<file path="config.mk">
export PLATFORM = sky130hd
export DESIGN_NAME = go_back_n_sender_core
export DESIGN_NICKNAME = d
export VERILOG_FILES = /design/src/hdl/gbns_pkg.sv /design/src/hdl/go_back_n_sender_core.sv /design/src/hdl/gbns_div.sv
export SDC_FILE = /design/constraint.sdc
export NUM_CORES = 2
export LEC_CHECK = 0
export BUFFER_PORTS_ARGS = -buffer_cell sky130_fd_sc_hd__buf_2
export CAP_MARGIN = 0
export CORE_MARGIN = 2
export CORE_UTILIZATION = 46
export DETAILED_ROUTE_END_ITERATION = 8
export PLACE_DENSITY_LB_ADDON = 0.08
export SETUP_SLACK_MARGIN = 0.1
export SYNTH_ARGS = -nofsm -noshare
export SYNTH_HDL_FRONTEND = slang
export SYNTH_SLANG_ARGS = --single-unit
</file>
<file path="constraint.sdc">
create_clock -name clk -period 7.75 [get_ports clk]
set_input_delay 1.55 -clock clk [delete_from_list [all_inputs] [get_ports clk]]
set_output_delay 1.55 -clock clk [all_outputs]
set_load 0.02 [all_outputs]
</file>
<file path="src/hdl/gbns_pkg.sv">
package gbns_pkg;

  // Operation codes carried on the input tuser.
  localparam logic [2:0] OP_START    = 3'd0;
  localparam logic [2:0] OP_ACK      = 3'd1;
  localparam logic [2:0] OP_END_SEEN = 3'd2;
  localparam logic [2:0] OP_FOREIGN  = 3'd3;
  localparam logic [2:0] OP_TICK     = 3'd4;

  // Result kinds carried on the output tuser.
  localparam logic [2:0] KIND_DATA  = 3'd0;
  localparam logic [2:0] KIND_END   = 3'd1;
  localparam logic [2:0] KIND_DENY  = 3'd2;
  localparam logic [2:0] KIND_DONE  = 3'd3;
  localparam logic [2:0] KIND_ABORT = 3'd4;

  // Packet payload size and the cap on results per item.
  localparam int unsigned PAYLOAD_SIZE = 958;
  localparam int unsigned RESULT_CAP   = 63;

  // Result of the shared divider.
  typedef struct packed {
    logic        done;
    logic [22:0] quotient;
    logic [9:0]  remainder;
  } div_res_t;

endpackage

</file>
<file path="src/hdl/go_back_n_sender_core.sv">
// Go-Back-N sender controller with 8-bit sequence numbers. The block takes one item at a
// time and is ready only while it stands idle. An item on an idle transfer that is not a
// start returns to idle after its handle step with no result; any other item passes the
// handle, check and plan steps, then gives its results, one per cycle while the sink takes
// them, each result waiting in the output register until the sink takes it (up to 63
// results for one item). A start with a non-zero length and data also runs the shared
// divider, which splits the length into 958-byte packets with a reciprocal product and a
// remainder step. Registers are written and read over the APB port at byte addresses 0, 4 and 8.
module go_back_n_sender_core
  import gbns_pkg::*;
(
  input  logic        clk,
  input  logic        rst,
  // Input items.
  input  logic        s_tvalid,
  output logic        s_tready,
  input  logic [47:0] s_tdata,  // message_bytes[31:0], no_data[32], ack_number[40:33]
  input  logic [2:0]  s_tuser,  // operation[2:0]
  // Result items.
  output logic        m_tvalid,
  input  logic        m_tready,
  output logic [47:0] m_tdata,  // sequence_res[7:0], packet_index[30:8], payload_bytes[40:31]
  output logic [2:0]  m_tuser,  // kind[2:0]
  output logic        m_tlast,
  // Configuration.
  input  logic        psel,
  input  logic        penable,
  input  logic        pwrite,
  input  logic [3:0]  paddr,
  input  logic [31:0] pwdata,
  output logic [31:0] prdata,
  output logic        pready
);

  localparam logic [2:0] S_IDLE   = 3'd0;
  localparam logic [2:0] S_HANDLE = 3'd1;
  localparam logic [2:0] S_DIV    = 3'd2;
  localparam logic [2:0] S_CHECK  = 3'd3;
  localparam logic [2:0] S_PLAN   = 3'd4;
  localparam logic [2:0] S_SEND   = 3'd5;

  localparam logic [2:0] M_NONE  = 3'd0;
  localparam logic [2:0] M_DATA  = 3'd1;
  localparam logic [2:0] M_END   = 3'd2;
  localparam logic [2:0] M_DONE  = 3'd3;
  localparam logic [2:0] M_ABORT = 3'd4;

  localparam logic [1:0] REG_WINDOW  = 2'd0;
  localparam logic [1:0] REG_RETX    = 2'd1;
  localparam logic [1:0] REG_CONNECT = 2'd2;

  logic [2:0]  state;
  logic [2:0]  mode;
  logic        deny_pend;
  logic [5:0]  n_cnt;

  logic [2:0]  op_r;
  logic [31:0] bytes_r;
  logic        nodata_r;
  logic [7:0]  ack_r;

  logic        active;
  logic [7:0]  window_base;
  logic [5:0]  send_offset;
  logic [22:0] packets_done;
  logic [22:0] final_index;
  logic [9:0]  final_bytes;
  logic        end_only;
  logic [15:0] retransmit_count;
  logic [31:0] connection_count;

  logic [5:0]  window_size;
  logic [15:0] retransmit_ticks;
  logic [31:0] connection_ticks;

  logic        ovalid;
  logic [2:0]  okind;
  logic [7:0]  oseq;
  logic [22:0] oidx;
  logic [9:0]  obytes;
  logic        olast;

  logic        accept;
  logic        cfg_write;
  logic        div_start;
  div_res_t    div_res;

  logic [7:0]  adv;
  logic        adv_ok;
  logic [5:0]  offset_after_ack;
  logic [22:0] idx;
  logic [22:0] total;
  logic        can_send;
  logic        more_after;
  logic        out_free;
  logic        load;
  logic [2:0]  load_kind;
  logic [7:0]  load_seq;
  logic [22:0] load_idx;
  logic [9:0]  load_bytes;
  logic        load_last;

  assign accept    = s_tvalid && s_tready;
  assign s_tready  = (state == S_IDLE);
  assign cfg_write = psel && penable && pwrite && pready;
  assign pready    = 1'b1;

  // Configuration registers; a window of zero is taken as one.
  always_ff @(posedge clk) begin
    if (rst) begin
      window_size      <= 6'd1;
      retransmit_ticks <= 16'd100;
      connection_ticks <= 32'd1000;
    end else if (cfg_write) begin
      case (paddr[3:2])
        REG_WINDOW:  window_size <= (pwdata[5:0] == 6'd0) ? 6'd1 : pwdata[5:0];
        REG_RETX:    retransmit_ticks <= pwdata[15:0];
        REG_CONNECT: connection_ticks <= pwdata;
        default: ;
      endcase
    end
  end

  // Register read-back.
  always_comb begin
    case (paddr[3:2])
      REG_WINDOW:  prdata = {26'd0, window_size};
      REG_RETX:    prdata = {16'd0, retransmit_ticks};
      REG_CONNECT: prdata = connection_ticks;
      default:     prdata = 32'd0;
    endcase
  end

  // Input item capture.
  always_ff @(posedge clk) begin
    if (accept) begin
      op_r     <= s_tuser;
      bytes_r  <= s_tdata[31:0];
      nodata_r <= s_tdata[32];
      ack_r    <= s_tdata[40:33];
    end
  end

  // The length split runs on the shared divider.
  assign div_start = (state == S_HANDLE) && !active && (op_r == OP_START) &&
                     !nodata_r && (bytes_r != 32'd0);

  gbns_div u_div (
    .clk      (clk),
    .rst      (rst),
    .start    (div_start),
    .dividend (bytes_r - 32'd1),
    .res      (div_res)
  );

  // ACK advance, taken modulo 256 and accepted when 1 to 127 ahead of the base.
  always_comb begin
    adv    = ack_r - window_base;
    adv_ok = (adv != 8'd0) && !adv[7];
    offset_after_ack = ({2'd0, send_offset} > adv) ? (send_offset - adv[5:0]) : 6'd0;
  end

  // Window position of the next data send and whether further sends follow it.
  always_comb begin
    idx        = packets_done + {17'd0, send_offset};
    total      = end_only ? 23'd0 : (final_index + 23'd1);
    can_send   = (send_offset < window_size) && (idx <= final_index);
    more_after = (({1'b0, send_offset} + 7'd1) < {1'b0, window_size}) &&
                 ((n_cnt + 6'd1) < 6'(RESULT_CAP)) && (idx < final_index);
  end

  assign out_free = !ovalid || m_tready;
  assign load     = (state == S_SEND) && out_free;

  // The result that the send step places in the output register.
  always_comb begin
    load_kind  = KIND_DENY;
    load_seq   = 8'd0;
    load_idx   = 23'd0;
    load_bytes = 10'd0;
    load_last  = 1'b1;
    if (deny_pend) begin
      load_last = (mode == M_NONE);
    end else begin
      case (mode)
        M_DATA: begin
          load_kind  = KIND_DATA;
          load_seq   = window_base + {2'd0, send_offset};
          load_idx   = idx;
          load_bytes = (idx == final_index) ? final_bytes : 10'(PAYLOAD_SIZE);
          load_last  = !more_after;
        end
        M_END: begin
          load_kind = KIND_END;
          load_seq  = window_base;
        end
        M_DONE:  load_kind = KIND_DONE;
        M_ABORT: load_kind = KIND_ABORT;
        default: ;
      endcase
    end
  end

  // Sequencer and transfer state.
  always_ff @(posedge clk) begin
    if (rst) begin
      state            <= S_IDLE;
      mode             <= M_NONE;
      deny_pend        <= 1'b0;
      n_cnt            <= 6'd0;
      active           <= 1'b0;
      window_base      <= 8'd0;
      send_offset      <= 6'd0;
      packets_done     <= 23'd0;
      final_index      <= 23'd0;
      final_bytes      <= 10'd0;
      end_only         <= 1'b0;
      retransmit_count <= 16'd0;
      connection_count <= 32'd0;
    end else begin
      case (state)
        S_IDLE: begin
          if (accept) state <= S_HANDLE;
        end
        S_HANDLE: begin
          // A foreign packet on an active transfer owes a deny reply first.
          deny_pend <= active && (op_r == OP_FOREIGN);
          if (!active) begin
            if (op_r == OP_START) begin
              active           <= 1'b1;
              window_base      <= 8'd0;
              send_offset      <= 6'd0;
              packets_done     <= 23'd0;
              retransmit_count <= 16'd0;
              connection_count <= 32'd0;
              end_only         <= nodata_r;
              if (nodata_r || (bytes_r == 32'd0)) begin
                final_index <= 23'd0;
                final_bytes <= 10'd0;
                state       <= S_CHECK;
              end else begin
                state <= S_DIV;
              end
            end else begin
              state <= S_IDLE;
            end
          end else begin
            case (op_r)
              OP_ACK: begin
                connection_count <= 32'd0;
                if (adv_ok) begin
                  retransmit_count <= 16'd0;
                  packets_done     <= packets_done + {15'd0, adv};
                  window_base      <= ack_r;
                  send_offset      <= offset_after_ack;
                end
              end
              OP_END_SEEN: connection_count <= 32'd0;
              OP_TICK: begin
                if (retransmit_count != 16'hFFFF)
                  retransmit_count <= retransmit_count + 16'd1;
                if (connection_count != 32'hFFFF_FFFF)
                  connection_count <= connection_count + 32'd1;
              end
              default: ;
            endcase
            state <= S_CHECK;
          end
        end
        S_DIV: begin
          if (div_res.done) begin
            final_index <= div_res.quotient;
            final_bytes <= div_res.remainder + 10'd1;
            state       <= S_CHECK;
          end
        end
        S_CHECK: begin
          // Retransmit timeout rewinds the window.
          if (retransmit_count >= retransmit_ticks) begin
            retransmit_count <= 16'd0;
            send_offset      <= 6'd0;
          end
          state <= S_PLAN;
        end
        S_PLAN: begin
          n_cnt <= deny_pend ? 6'd1 : 6'd0;
          if (connection_count >= connection_ticks) begin
            mode  <= M_ABORT;
            state <= S_SEND;
          end else if (packets_done < total) begin
            if (can_send) begin
              mode  <= M_DATA;
              state <= S_SEND;
            end else begin
              mode  <= M_NONE;
              state <= deny_pend ? S_SEND : S_IDLE;
            end
          end else if (packets_done == total) begin
            if (send_offset != window_size) begin
              mode  <= M_END;
              state <= S_SEND;
            end else begin
              mode  <= M_NONE;
              state <= deny_pend ? S_SEND : S_IDLE;
            end
          end else begin
            mode  <= M_DONE;
            state <= S_SEND;
          end
        end
        S_SEND: begin
          if (out_free) begin
            if (deny_pend) begin
              deny_pend <= 1'b0;
              if (mode == M_NONE) state <= S_IDLE;
            end else begin
              case (mode)
                M_DATA: begin
                  send_offset <= send_offset + 6'd1;
                  n_cnt       <= n_cnt + 6'd1;
                  if (!more_after) state <= S_IDLE;
                end
                M_END: begin
                  send_offset <= window_size;
                  state       <= S_IDLE;
                end
                M_DONE, M_ABORT: begin
                  active <= 1'b0;
                  state  <= S_IDLE;
                end
                default: state <= S_IDLE;
              endcase
            end
          end
        end
        default: state <= S_IDLE;
      endcase
    end
  end

  // Output register parting the sequencer from the sink.
  always_ff @(posedge clk) begin
    if (rst) begin
      ovalid <= 1'b0;
    end else if (load) begin
      ovalid <= 1'b1;
    end else if (m_tready) begin
      ovalid <= 1'b0;
    end
  end

  always_ff @(posedge clk) begin
    if (load) begin
      okind  <= load_kind;
      oseq   <= load_seq;
      oidx   <= load_idx;
      obytes <= load_bytes;
      olast  <= load_last;
    end
  end

  assign m_tvalid = ovalid;
  assign m_tdata  = {7'd0, obytes, oidx, oseq};
  assign m_tuser  = okind;
  assign m_tlast  = olast;

  // An accepted item always starts its handling in the next cycle.
  a_accept_handle: assert property (@(posedge clk) disable iff (rst)
    accept |=> (state == S_HANDLE))
    else $error("accepted item not handled");

  // The divider only finishes while the sequencer waits for it.
  a_div_done: assert property (@(posedge clk) disable iff (rst)
    div_res.done |-> (state == S_DIV))
    else $error("divider finished outside its wait state");

  // A data send never goes beyond the result cap of one item.
  a_result_cap: assert property (@(posedge clk) disable iff (rst)
    (load && !deny_pend && (mode == M_DATA)) |-> (n_cnt < 6'(RESULT_CAP)))
    else $error("result cap exceeded");

  // The final result of an item returns the sequencer to idle.
  a_last_idle: assert property (@(posedge clk) disable iff (rst)
    (load && load_last) |=> (state == S_IDLE))
    else $error("sequencer busy after final result");

endmodule

</file>
<file path="src/hdl/gbns_div.sv">
module gbns_div
  import gbns_pkg::*;
(
  input  logic        clk,
  input  logic        rst,
  input  logic        start,
  input  logic [31:0] dividend,
  output div_res_t    res
);

  // 958 is 2 * 479, so the halved dividend is scaled by 2^40 / 479, rounded up.
  // The rounding error stays small enough to be exact for any 31-bit value.
  localparam logic [31:0] RECIP = 32'h88D1_80CE;

  logic        quo_step;
  logic        rem_step;
  logic        done;
  logic [31:0] num_r;
  logic [22:0] quo_r;
  logic [9:0]  rem_r;
  logic [22:0] quo_next;
  logic [9:0]  back;

  // The quotient comes from one reciprocal product; the remainder is below 958,
  // so the low ten bits of the dividend less the quotient times 958 give it.
  always_comb begin
    quo_next = 23'((63'(num_r[31:1]) * 63'(RECIP)) >> 40);
    back     = 10'(quo_r[9:0] * 10'(PAYLOAD_SIZE));
  end

  // Step control: load, quotient, remainder, then a single done pulse.
  always_ff @(posedge clk) begin
    if (rst) begin
      quo_step <= 1'b0;
      rem_step <= 1'b0;
      done     <= 1'b0;
    end else begin
      quo_step <= start;
      rem_step <= quo_step;
      done     <= rem_step;
    end
  end

  // Operand and result registers.
  always_ff @(posedge clk) begin
    if (start) num_r <= dividend;
    if (quo_step) quo_r <= quo_next;
    if (rem_step) rem_r <= num_r[9:0] - back;
  end

  assign res.done      = done;
  assign res.quotient  = quo_r;
  assign res.remainder = rem_r;

endmodule
</file>
* After elaboration in Yosys (flattened, before gate mapping)
Index checks and enable logic that the tools add are counted.
Operators by class: multiplexer cells 84, add/sub/neg operators 14, bitwise gates (word level) 3, equal/unequal tests 43, reduce and logical (&&, ||, !) cells 52, order comparisons 9, $mul 2
Operators by type and width (number):
- $mux 23 | 9
- $mux 32 | 3
- $pmux 32 s3 | 1
- $mux 16 | 5
- $mux 6 | 12
- $pmux 16 s2 | 2
- $pmux 32 s2 | 1
- $mul 31x31->62 const B | 1
- $mux 3 | 18
- $mux 10 | 5
- $eq 23x23->1 | 2
- $lt 23x23->1 | 2
- $pmux 23 s2 | 1
- $add 32x1->32 const B | 1
- $ge 32x32->1 | 1
- $logic_not 32->1 | 1
- $mux 8 | 4
- $ne 32x32->1 const B | 1
- $reduce_bool 32->1 | 1
- $sub 32x1->32 const B | 1
- $pmux 6 s2 | 2
- $add 23x1->23 const B | 1
- $add 23x6->23 | 1
- $add 23x8->23 | 1
- 55 further kinds | 130
Word-level totals: bits in registers 345

* Longest topological paths before layout
depth after elaboration 9, gate-level depth with buffers 24, mapped depth without buffers 24

* Modules after synthesis
A second synthesis with hierarchy kept.
Second synthesis, totals: cell total of the unflattened synthesis 3664, area, all modules 34312.9 µm²
By module, submodules not included:
- go_back_n_sender_core | area an instance 17372.9 µm², sequential area each 6436.2 µm², instances 1, cells an instance 2049
- gbns_div | area an instance 16940.0 µm², sequential area each 2011.9 µm², instances 1, cells an instance 1615

* Worst setup path before layout
No wires, ideal clock.
path kind register to register, start reg u_div.num_r[11], end reg u_div.quo_r[19], data pin, cell stages (with the launch flop) 22, arrival time 6.348 ns, clock period less this slack 6.528 ns, setup time 0.180 ns, buffers on the path 0, data required time 7.570 ns, path slack 1.222 ns, cells stage by stage edfxtp_1 -> ha_1 -> ha_1 -> ha_1 -> ha_1 -> a21o_1 -> fa_1 -> fa_1 -> fa_1 -> inv_1 -> fa_1 -> inv_1 -> ha_1 -> a21oi_1 -> o21ai_0 -> a211oi_1 -> a21oi_1 -> nor4_2 -> a21oi_1 -> o311a_1 -> or4b_1 -> o311ai_1
On the way: cells in the longest elaborated chain, start to end 1
Ends and longest elaborated chain:
- start: declaration | line gbns_div.sv:18 | logic [31:0] num_r;
- start signal: assignment | line gbns_div.sv:46 | if (start) num_r <= dividend;
- $mul 31x31->62 | line gbns_div.sv:27 | quo_next = 23'((63'(num_r[31:1]) * 63'(RECIP)) >> 40);
- net u_div.quo_next[19] | line gbns_div.sv:21 | logic [22:0] quo_next;
- end signal: assignment | line gbns_div.sv:47 | if (quo_step) quo_r <= quo_next;
- end: declaration | line gbns_div.sv:19 | logic [22:0] quo_r;
The timed path passes the listed nets, and every way through them passes these cells. A chain may end at the register's enable or synchronous reset.

* Worst setup path in the final report
start reg u_div.num_r[7], end reg u_div.quo_r[21], data pin
Same word-level chain as after synthesis.

==> results.yml <==
cts:
  clock_sinks: 345
  cts_tree: "yes"
  cts_hold_repair.buffers: 0
  cts_root_buf: "clkbuf_16"
  cts_setup_buffers: 0
  clk_latency_ps: 570
  cts_htree_levels: 2
  cts_made_buffers: 41
  cts.path.max_buffers: 3
  ctsResizeCount: 0
  clkTransAtPathRegs_ps: 60
logic_synthesis:
  synthDominantCellAreaShare_pct: 21.86
  synth_flop_cell: "dfxtp_1"
  ys_top_cells_by_count: "inv_1 (593), ha_1 (584), fa_1 (264)"
  synth.largest_area_cell: "ha_1"
  ys_ff_latch: 345
  yosysMostFrequentCell: "inv_1"
  synth_async_sr_flop_share_pct: 0
  syn_avg_cell_area_um2: 9.523
  synthCells: 3510
  yosys_warnings: 0
  ys_seq_area_share_pct: 25.27
  synth_cell_type_count: 85
  ys_top_cells_by_area: "ha_1 (22%), fa_1 (16%), edfxtp_1 (14%), dfxtp_1 (11%), inv_1 (6.7%)"
  synth-edff-count: 154
  syn_area_um2: 33430
layout:
  fin_area_um2: 36970
  fillCellCount: 6634
  area_delta_synth_final_pct: 10.60
  multi_input_area_um2: 22390
  drive_above_1_share_pct: 9.147
  n_antenna_cell: 0
  regArea_um2: 8448
  nets: 4627
worst_setup_path:
  required_ps: 8100
  cp-start-kind: "register"
  cp_max_fo: 7
  crit_arrival_ps: 7660
  cp-end-kind: "register"
  path_class: "reg2reg"
floorplanning:
  dieArea_um2: 74840
  chipWidth_um: 273.6
  die-height_um: 273.6
  rows: 98
  initial_utilization_pct: 46.60
  ios: 181
  core_area_um2: 71730
status:
  outcome: "finished, final reports clean"
hold_path:
  hold_path_class: "reg2reg"
grt:
  grt_antenna_before_repair: 0
  grt_max_degree: 75
  gr-usage-met3_pct: 2.298
  grt_overflow: 0
  grt_pass1_vias: 25720
  globalRouteMet2Util_pct: 39.65
  grtUsageTotal_pct: 23.86
  busiest_layer: "met2"
  grt_pass1_wl_um: 141100
  use_met1_pct: 33.36
timing:
  rsz0062_at_grt: "false"
  fin_crit_ps: 7305
  worstMarginPinSlew_ps: 1244
  fin_setup_tns_ps: 0
  hold_violations: 0
  slew-limit-headroom_pct: 17.09
  worst_hold_slack_ps: 469.3
  max_freq_mhz: 136.9
  maxSlewViolCount: 0
  fin_crit_sh_pct: 94.26
  fin_skew_ps: 28.01
  setup_viol: 0
pwr:
  power_leakage_nw: 17.51
  power_density_nw_per_um2: 161.8
  ir_drop_mv: 0.1465
drt:
  post_drt_wl_per_cell_um: 18.87
  drt-pass1-iter-count: 5
  drc_errors: 0
  via_count: 24930
  drtIter0Drc: 1528
  wirelength_um: 88080
  viasPerCell: 5.343
  antenna_left: 0
place:
  place_area_um2: 35510
  gp_congestion: 0.9184
  numPortBuffers: 163
  place_hpwl_um: 73420
job:
  max-cap-violations: 0
==> flip-flops by register name, summed over array words and instances, names as in the netlist, 16 cells and up <==
register,count
packets_done,23
connection_ticks,32
u_div.quo_r,23
connection_count,32
final_index,23
oidx,23
u_div.num_r,32
bytes_r,32
retransmit_count,16
retransmit_ticks,16
==> cell usage in the layout, fill, tap and decap left out, drive strengths merged, types with 29 or more instances in the layout <==
| cell type | netlist | layout |
|---|---|---|
| a21o | 77 | 77 |
| a21oi | 207 | 207 |
| and2 | 45 | 45 |
| and3 | 29 | 29 |
| buf | 25 | 221 |
| clkbuf | 70 | 54 |
| dfxtp | 191 | 191 |
| edfxtp | 154 | 154 |
| fa | 264 | 264 |
| ha | 584 | 584 |
| inv | 594 | 597 |
| nand2 | 243 | 243 |
| nand2b | 39 | 39 |
| nand3 | 122 | 122 |
| nand4 | 40 | 40 |
| nor2 | 180 | 180 |
| nor2b | 33 | 33 |
| nor3 | 74 | 74 |
| o211ai | 41 | 41 |
| o21ai | 67 | 67 |
| xnor2 | 90 | 90 |
| xor2 | 84 | 84 |
==> worst max-delay path, stage by stage, from the launching register on <==
cell      delay, ps
edfxtp_1        570
ha_1            420
inv_1            70
fa_1            510
inv_1            60
fa_1            540
fa_1            560
fa_1            530
fa_1            560
inv_1            60
fa_1            500
inv_1            40
ha_1            290
a211oi_1        260
nor2_1          130
o311ai_1        250
a21oi_1         190
nor4_2          300
a21oi_1         110
buf_4           160
o311a_1         370
buf_4           160
o211a_1         220
a311oi_1        220
==> power by group <==
group	internal (mW)	switching, mW
clock network	1.25	0.794
logic	0.791	1.13
registers	1.97	0.0504
total	4.01	1.97
==> per-layer routing <==
metal / wire length (um) / up-vias
li1: - / 12270
met1: 41720 / 12100
met2: 41450 / 472
met3: 2860 / 98
met4: 2048 / 0
met5: 0 / -
==> per-stage QoR <==
step                instances  setup WS, ps  total power [mW]  util (%)
floorplan                3516          1222             3.415         -
global placement         4592         515.8             3.940     49.50
detailed placement       4592         487.9             3.955     49.50
CTS                      4667         430.7             6.043     51.53
global route             4667         114.3             6.385     51.54
finish                   4667         444.8             5.980     51.54
==> kinds of logic (layout without fill, tap and decap cells) <==
logic type                 after synthesis  after routing  share of synthesized area (%)
muxes                                   26             26                         0.7786
buffers and inverters                  690            891                          7.951
and+or+nand+nor                        885            885                          13.06
xor gates and xnor gates               174            174                          4.582
AOI/OAI and AO/OA                      540            540                          10.66
adders and majority gates              848            848                          37.67
DFF                                    345            345                          25.27
other                                    2              8                        0.02247
==> layout make-up <==
class                   count  area share (%)
repair buffers            221           3.391
flip-flops and latches    345           22.85
inverters                 595           6.041
clock buffers              54           3.208
well taps                 950           3.215
multi-input cells        2481           60.56
clock inverters            21          0.7310
==> final timing paths <==
kind	endpoint	slack, ps	start	depth (start not counted)
setup / recovery	u_div.quo_r[21]$_DFFE_PP_	440	u_div.num_r[7]$_DFFE_PP_	23
hold / removal	connection_ticks[16]$_SDFFE_PP0P_	470	connection_ticks[16]$_SDFFE_PP0P_	2
setup reg to reg	u_div.quo_r[21]$_DFFE_PP_	440	u_div.num_r[7]$_DFFE_PP_	23
hold reg to reg	connection_ticks[16]$_SDFFE_PP0P_	470	connection_ticks[16]$_SDFFE_PP0P_	2
No activity file was read; power rests on OpenSTA's default activity.
